==> src/pshtu_pkg.sv <==
// shared types and constants for the point set hyperplane test unit
package pshtu_pkg;

   localparam int MAX_COORDS_DEF = 6;
   localparam int COORD_BITS_DEF = 8;
   localparam int MAX_POINTS_DEF = 256;

   localparam logic [1:0] CSR_PRIME     = 2'd0;
   localparam logic [1:0] CSR_DIMS      = 2'd1;
   localparam logic [1:0] CSR_TEST_KIND = 2'd2;

   // controller to datapath
   typedef struct packed {
      logic store_wr;    // write accepted point at fill count
      logic count_clr;   // clear fill count and overflow
      logic form_init;   // lead 0, digit 0 one, other digits zero
      logic form_next;   // step to next form
      logic scan_start;  // point index 0, hit count 0
      logic scan_issue;  // issue read of next point
      logic scan_acc;    // accumulate point from memory
      logic mac_step;    // one coordinate multiply accumulate step
      logic mac_start;   // begin dot product of read point
   } pshtu_cmd_type;

   // datapath to controller
   typedef struct packed {
      logic full;        // store holds max points
      logic count_lt_d;  // fewer than d points
      logic count_zero;
      logic overflow;
      logic scan_last;   // last point issued
      logic mac_done;    // dot product finished
      logic form_last;   // current form was the last one
      logic fail_now;    // hit count decides failure
   } pshtu_sts_type;

endpackage

==> src/pshtu_ctrl.sv <==
// controller state machine: load, sweep, result
module pshtu_ctrl (
   input  logic                     clock,
   input  logic                     reset,
   input  logic                     test_kind,
   input  logic                     in_valid,
   output logic                     in_ready,
   input  logic                     in_last,
   output logic                     out_valid,
   input  logic                     out_ready,
   output logic                     out_verdict,
   output logic                     out_status,
   output pshtu_pkg::pshtu_cmd_type cmd,
   input  pshtu_pkg::pshtu_sts_type sts
);
   typedef enum logic [2:0] {
      ST_LOAD, ST_DECIDE, ST_ISSUE, ST_WAIT, ST_MAC, ST_CHECK, ST_RESULT
   } state_type;

   state_type state_ff, state_in;
   logic      vld_ff, vld_in, ver_ff, ver_in, stat_ff, stat_in;

   always_comb begin
      state_in = state_ff;
      vld_in   = vld_ff;
      ver_in   = ver_ff;
      stat_in  = stat_ff;
      cmd      = '0;
      in_ready = 1'b0;
      if (vld_ff && out_ready) vld_in = 1'b0;
      unique case (state_ff)
         ST_LOAD: begin
            in_ready = 1'b1;
            if (in_valid) begin
               cmd.store_wr = 1'b1;
               if (in_last) state_in = ST_DECIDE;
            end
         end
         ST_DECIDE: begin
            // previous result still waiting in the output register
            if (!vld_ff) begin
               cmd.form_init  = 1'b1;
               cmd.scan_start = 1'b1;
               priority if (sts.overflow) begin
                  ver_in = 1'b0; stat_in = 1'b1; state_in = ST_RESULT;
               end else if (!test_kind && sts.count_lt_d) begin
                  ver_in = 1'b1; stat_in = 1'b0; state_in = ST_RESULT;
               end else if (test_kind && sts.count_zero) begin
                  ver_in = 1'b0; stat_in = 1'b0; state_in = ST_RESULT;
               end else begin
                  state_in = ST_ISSUE;
               end
            end
         end
         ST_ISSUE: begin
            if (sts.scan_last) begin
               state_in = ST_CHECK;
            end else begin
               cmd.scan_issue = 1'b1;
               state_in = ST_WAIT;
            end
         end
         ST_WAIT: begin
            cmd.mac_start = 1'b1;
            state_in = ST_MAC;
         end
         ST_MAC: begin
            cmd.mac_step = 1'b1;
            if (sts.mac_done) state_in = ST_ISSUE;
         end
         ST_CHECK: begin
            stat_in = 1'b0;
            priority if (sts.fail_now) begin
               ver_in = 1'b0; state_in = ST_RESULT;
            end else if (sts.form_last) begin
               ver_in = 1'b1; state_in = ST_RESULT;
            end else begin
               cmd.form_next  = 1'b1;
               cmd.scan_start = 1'b1;
               state_in = ST_ISSUE;
            end
         end
         ST_RESULT: begin
            if (!vld_ff) begin
               vld_in = 1'b1;
               cmd.count_clr = 1'b1;
               state_in = ST_LOAD;
            end
         end
         default: state_in = ST_LOAD;
      endcase
   end

   always_ff @(posedge clock) begin
      if (reset) begin
         state_ff <= ST_LOAD;
         vld_ff   <= 1'b0;
         ver_ff   <= 1'b0;
         stat_ff  <= 1'b0;
      end else begin
         state_ff <= state_in;
         vld_ff   <= vld_in;
         ver_ff   <= ver_in;
         stat_ff  <= stat_in;
      end
   end

   assign out_valid   = vld_ff;
   assign out_verdict = ver_ff;
   assign out_status  = stat_ff;
endmodule

==> config.mk <==
export PLATFORM = sky130hd
export DESIGN_NAME = pshtu_ctrl
export DESIGN_NICKNAME = d
export VERILOG_FILES = /design/src/pshtu_pkg.sv /design/src/pshtu_ctrl.sv
export SDC_FILE = /design/constraint.sdc
export NUM_CORES = 1
export LEC_CHECK = 0
export BUFFER_PORTS_ARGS = -buffer_cell sky130_fd_sc_hd__buf_4
export CORE_AREA = 2 2 39 41
export CTS_BUF_LIST = sky130_fd_sc_hd__clkbuf_2
export DETAILED_ROUTE_END_ITERATION = 6
export DIE_AREA = 0 0 41 43
export PLACE_DENSITY = 0.71
export SETUP_SLACK_MARGIN = 0.2
export SYNTH_ARGS = -nofsm -noshare
export SYNTH_HDL_FRONTEND = slang
export SYNTH_SLANG_ARGS = --single-unit
==> constraint.sdc <==
create_clock -name clock -period 1.57 [get_ports clock]
set_clock_uncertainty 0.05 [all_clocks]
set_input_delay 0.0785 -clock clock [delete_from_list [all_inputs] [get_ports clock]]
set_output_delay 0.0785 -clock clock [all_outputs]
set_load 0.01 [all_outputs]
==> flow_metrics.env <==
export IMPL_status="finished, violations left"
export IMPL_violations="negative hold slack"
export IMPL_crit_type="flop to output port"
export IMPL_critPathArrivalTime_ps=1230
export IMPL_synth_fa_ha_area_share_pct=0
export IMPL_hpwl_um=939
export IMPL_nFillCells=117
export IMPL_drc_errors=0
export IMPL_place_congestion=0.790
export IMPL_rr_worst_depth=5
export IMPL_power_density_nw_per_um2=630
export IMPL_synth_compound_area_share_pct=25.7
export IMPL_async_reset_ff_share_pct=0
export IMPL_finalNonFillerCells=115
export IMPL_crit_slowest_cell="dfxtp_4"
export IMPL_synth_top_area_share_pct=23.0
export IMPL_synth_edf_count=0
export IMPL_clk_pin_slew_ps=70
export IMPL_synth_area_um2=522
export IMPL_drv_slew=0
export IMPL_synth_top_family_by_area="simple AND/OR/NAND/NOR gates"
export IMPL_tns_ps=0
export IMPL_drtIter0Drc=11
export IMPL_ir_drop_mv=0.468
export IMPL_ys_seq_area_share_pct=23.0
export IMPL_min_path_type="input pin to flop"
export IMPL_synth_mux_area_share_pct=1.92
export IMPL_finalPower_uw=553
export IMPL_core_area_um2=1380
export IMPL_synth_xor_area_share_pct=0
export IMPL_crit_required_ps=1440
export IMPL_pwr_share_clk_pct=21.2
export IMPL_ios=27
export IMPL_path_cells="buf_8, nand2b_4, nor3b_4, buf_4"
export IMPL_antenna_found_initial=0
export IMPL_power_internal_uw=367
export IMPL_cts_inserted_buffers=3
export IMPL_drtAntennaViolNets=0
export IMPL_setup_viol=0
export IMPL_maxCapViolations=0
export IMPL_path_buf_inv=2
export IMPL_min_to="state_ff[0]"
export IMPL_holdCritStartpoint="reset"
export IMPL_rows=14
export IMPL_fmax_ghz=0.735
export IMPL_dp_cells=104
export IMPL_synthFlopType="dfxtp_1"
export IMPL_r2r_end="state_ff[2]"
export IMPL_drive_gt1_share_pct=56.6
export IMPL_yosysTopAreaCell="dfxtp_1"
export IMPL_whs_ps=-5.19
export IMPL_placed_cell_area_um2=693
export IMPL_synth_area_leaders="dfxtp_1, a21oi_1, buf_6"
export IMPL_syn_inst=67
export IMPL_cts_buffer_depth=2
export IMPL_syn_num_nets=81
export IMPL_start_kind="flop"
export IMPL_ys_ff_latch=6
export IMPL_crit_fanout=5
export IMPL_switching_share_pct=33.6
export IMPL_seqPwrFrac_pct=33.0
export IMPL_nets=115
export IMPL_io_buffers=24
export IMPL_first_pass_iters=4
export IMPL_yosys_top_cells_count="a21oi_1, nor2_1, dfxtp_1"
export IMPL_grt_setup_unrepaired="true"
export IMPL_die_area_um2=1760
export IMPL_antenna_cells=0
export IMPL_cpPeakStageDelay_ps=380
export IMPL_via_count=624
export IMPL_synth_simple_area_share_pct=36.0
export IMPL_clkSinkCount=6
export IMPL_synth_distinct_cells=34
export IMPL_report_final_hold_viol_count=1
export IMPL_clock_root_buffer="clkbuf_2"
export IMPL_period_minus_slack_ps=1360
export IMPL_vias_per_cell=5.43
export IMPL_rrSetupSlack_ps=230
export IMPL_cp_top_family="flip-flops"
export IMPL_cts_tree="built"
export IMPL_die_x_um=41
export IMPL_htreeDepth=1
export IMPL_die_y_um=43
export IMPL_grt_pass1_wl_mm=2.01
export IMPL_groute_usage_overall_pct=16.6
export IMPL_combPwrFrac_pct=45.8
export IMPL_area_growth_pct=68.3
export IMPL_whs_path_depth=2
export IMPL_grt_pass1_vias=491
export IMPL_wire_per_inst_um=13.5
export IMPL_leakage_uw=0.000393
export IMPL_post_place_ws_ps=197
export IMPL_period_share_pct=86.6
export IMPL_yosys_warnings=0
export IMPL_crit_start="state_ff[0]"
export IMPL_overflow=0
export IMPL_grt_max_degree=13
export IMPL_fin_ws_ps=210
export IMPL_endpoint_kind="output port"
export IMPL_start_util_pct=37.7
export IMPL_p_sw_uw=186
export IMPL_avgSynthCellArea_um2=7.79
export IMPL_clkLatencyLatePin_ps=250
export IMPL_finalInstanceArea_um2=878
export IMPL_wl_mm=1.55
export IMPL_r2r_start="state_ff[1]"
## area by class of cell
class                      instances  area, um2  share of cell area [%]
clock buffer                       3       15.0                    1.71
sequential                         6        130                    14.8
multi-input combinational         51        380                    43.3
timing repair buffer              35        318                    36.2
tap                               16       20.0                    2.28
inverter                           4       15.0                    1.71
## registers in the layout, indices dropped and copies added (netlist names)
register,cells
state_ff,3
out_status,1
out_verdict,1
out_valid,1
## worst max path at each step
stage | to | slack (ps) | cells past startpoint
after floorplan | out_valid | 310 | 5
final | cmd[7] | 210 | 4
after global placement | state_ff[2] | 240 | 4
after global routing | cmd[7] | 140 | 4
after detailed placement | out_verdict | 200 | 4
after CTS | cmd[7] | 200 | 4
## layout by cell type, fill, tap and decap left out, types with 3 or more instances in the layout
master / netlist / layout
inv_1: 4 / 3
nor2_1: 7 / 7
nand2b_1: 4 / 3
clkbuf_2: 0 / 4
a21oi_1: 7 / 7
a22oi_1: 3 / 3
buf_4: 1 / 28
## what timing repair did
action	in CTS	in global routing
resized for setup	14	8
setup buffers	1	5
hold buffers	0	0
cloned	0	2
pin swaps	2	5
endpoints found under the setup margin	6	7
## cells by family (layout without fill, tap and decap cells)
family	Yosys count	in the layout
buffers and inverters	10	42
and+or+nand+nor	30	30
other	1	1
DFF	6	6
AOI/OAI and AO/OA	19	19
muxes	1	1
## worst register-to-register path: cells and delay by family (launching register included)
kind / cells / cell delay, ps
compound gates: 2 / 490
buf+inv: 2 / 320
simple gates: 1 / 60
flops: 1 / 370
## layer usage
layer  up-vias  share of wire, %  global-route usage, %
met3         2               5.1                   6.28
met2        15                51                   25.3
li1        302                 -                      -
met1       305                43                   21.3
met5         -                 0                      0
met4         0              0.78                   4.00
## per-stage QoR
stage / hold slack, ps / util (%)
after floorplan: 97.6 / -
after global routing: 0.0623 / 63.5
after global placement: 259 / 50.1
after CTS: 2.54 / 55.4
final: -5.19 / 63.5
after detailed placement: 258 / 50.1
## power by group through the flow
stage / combinational (uW) / clock, uW / sequential (uW)
after CTS: 199 / 118 / 179
after floorplan: 117 / 0 / 174
final: 253 / 117 / 183
after global routing: 272 / 131 / 184
after global placement: 180 / 0 / 178
after detailed placement: 182 / 0 / 178
No activity file was read; power rests on OpenSTA's default activity.
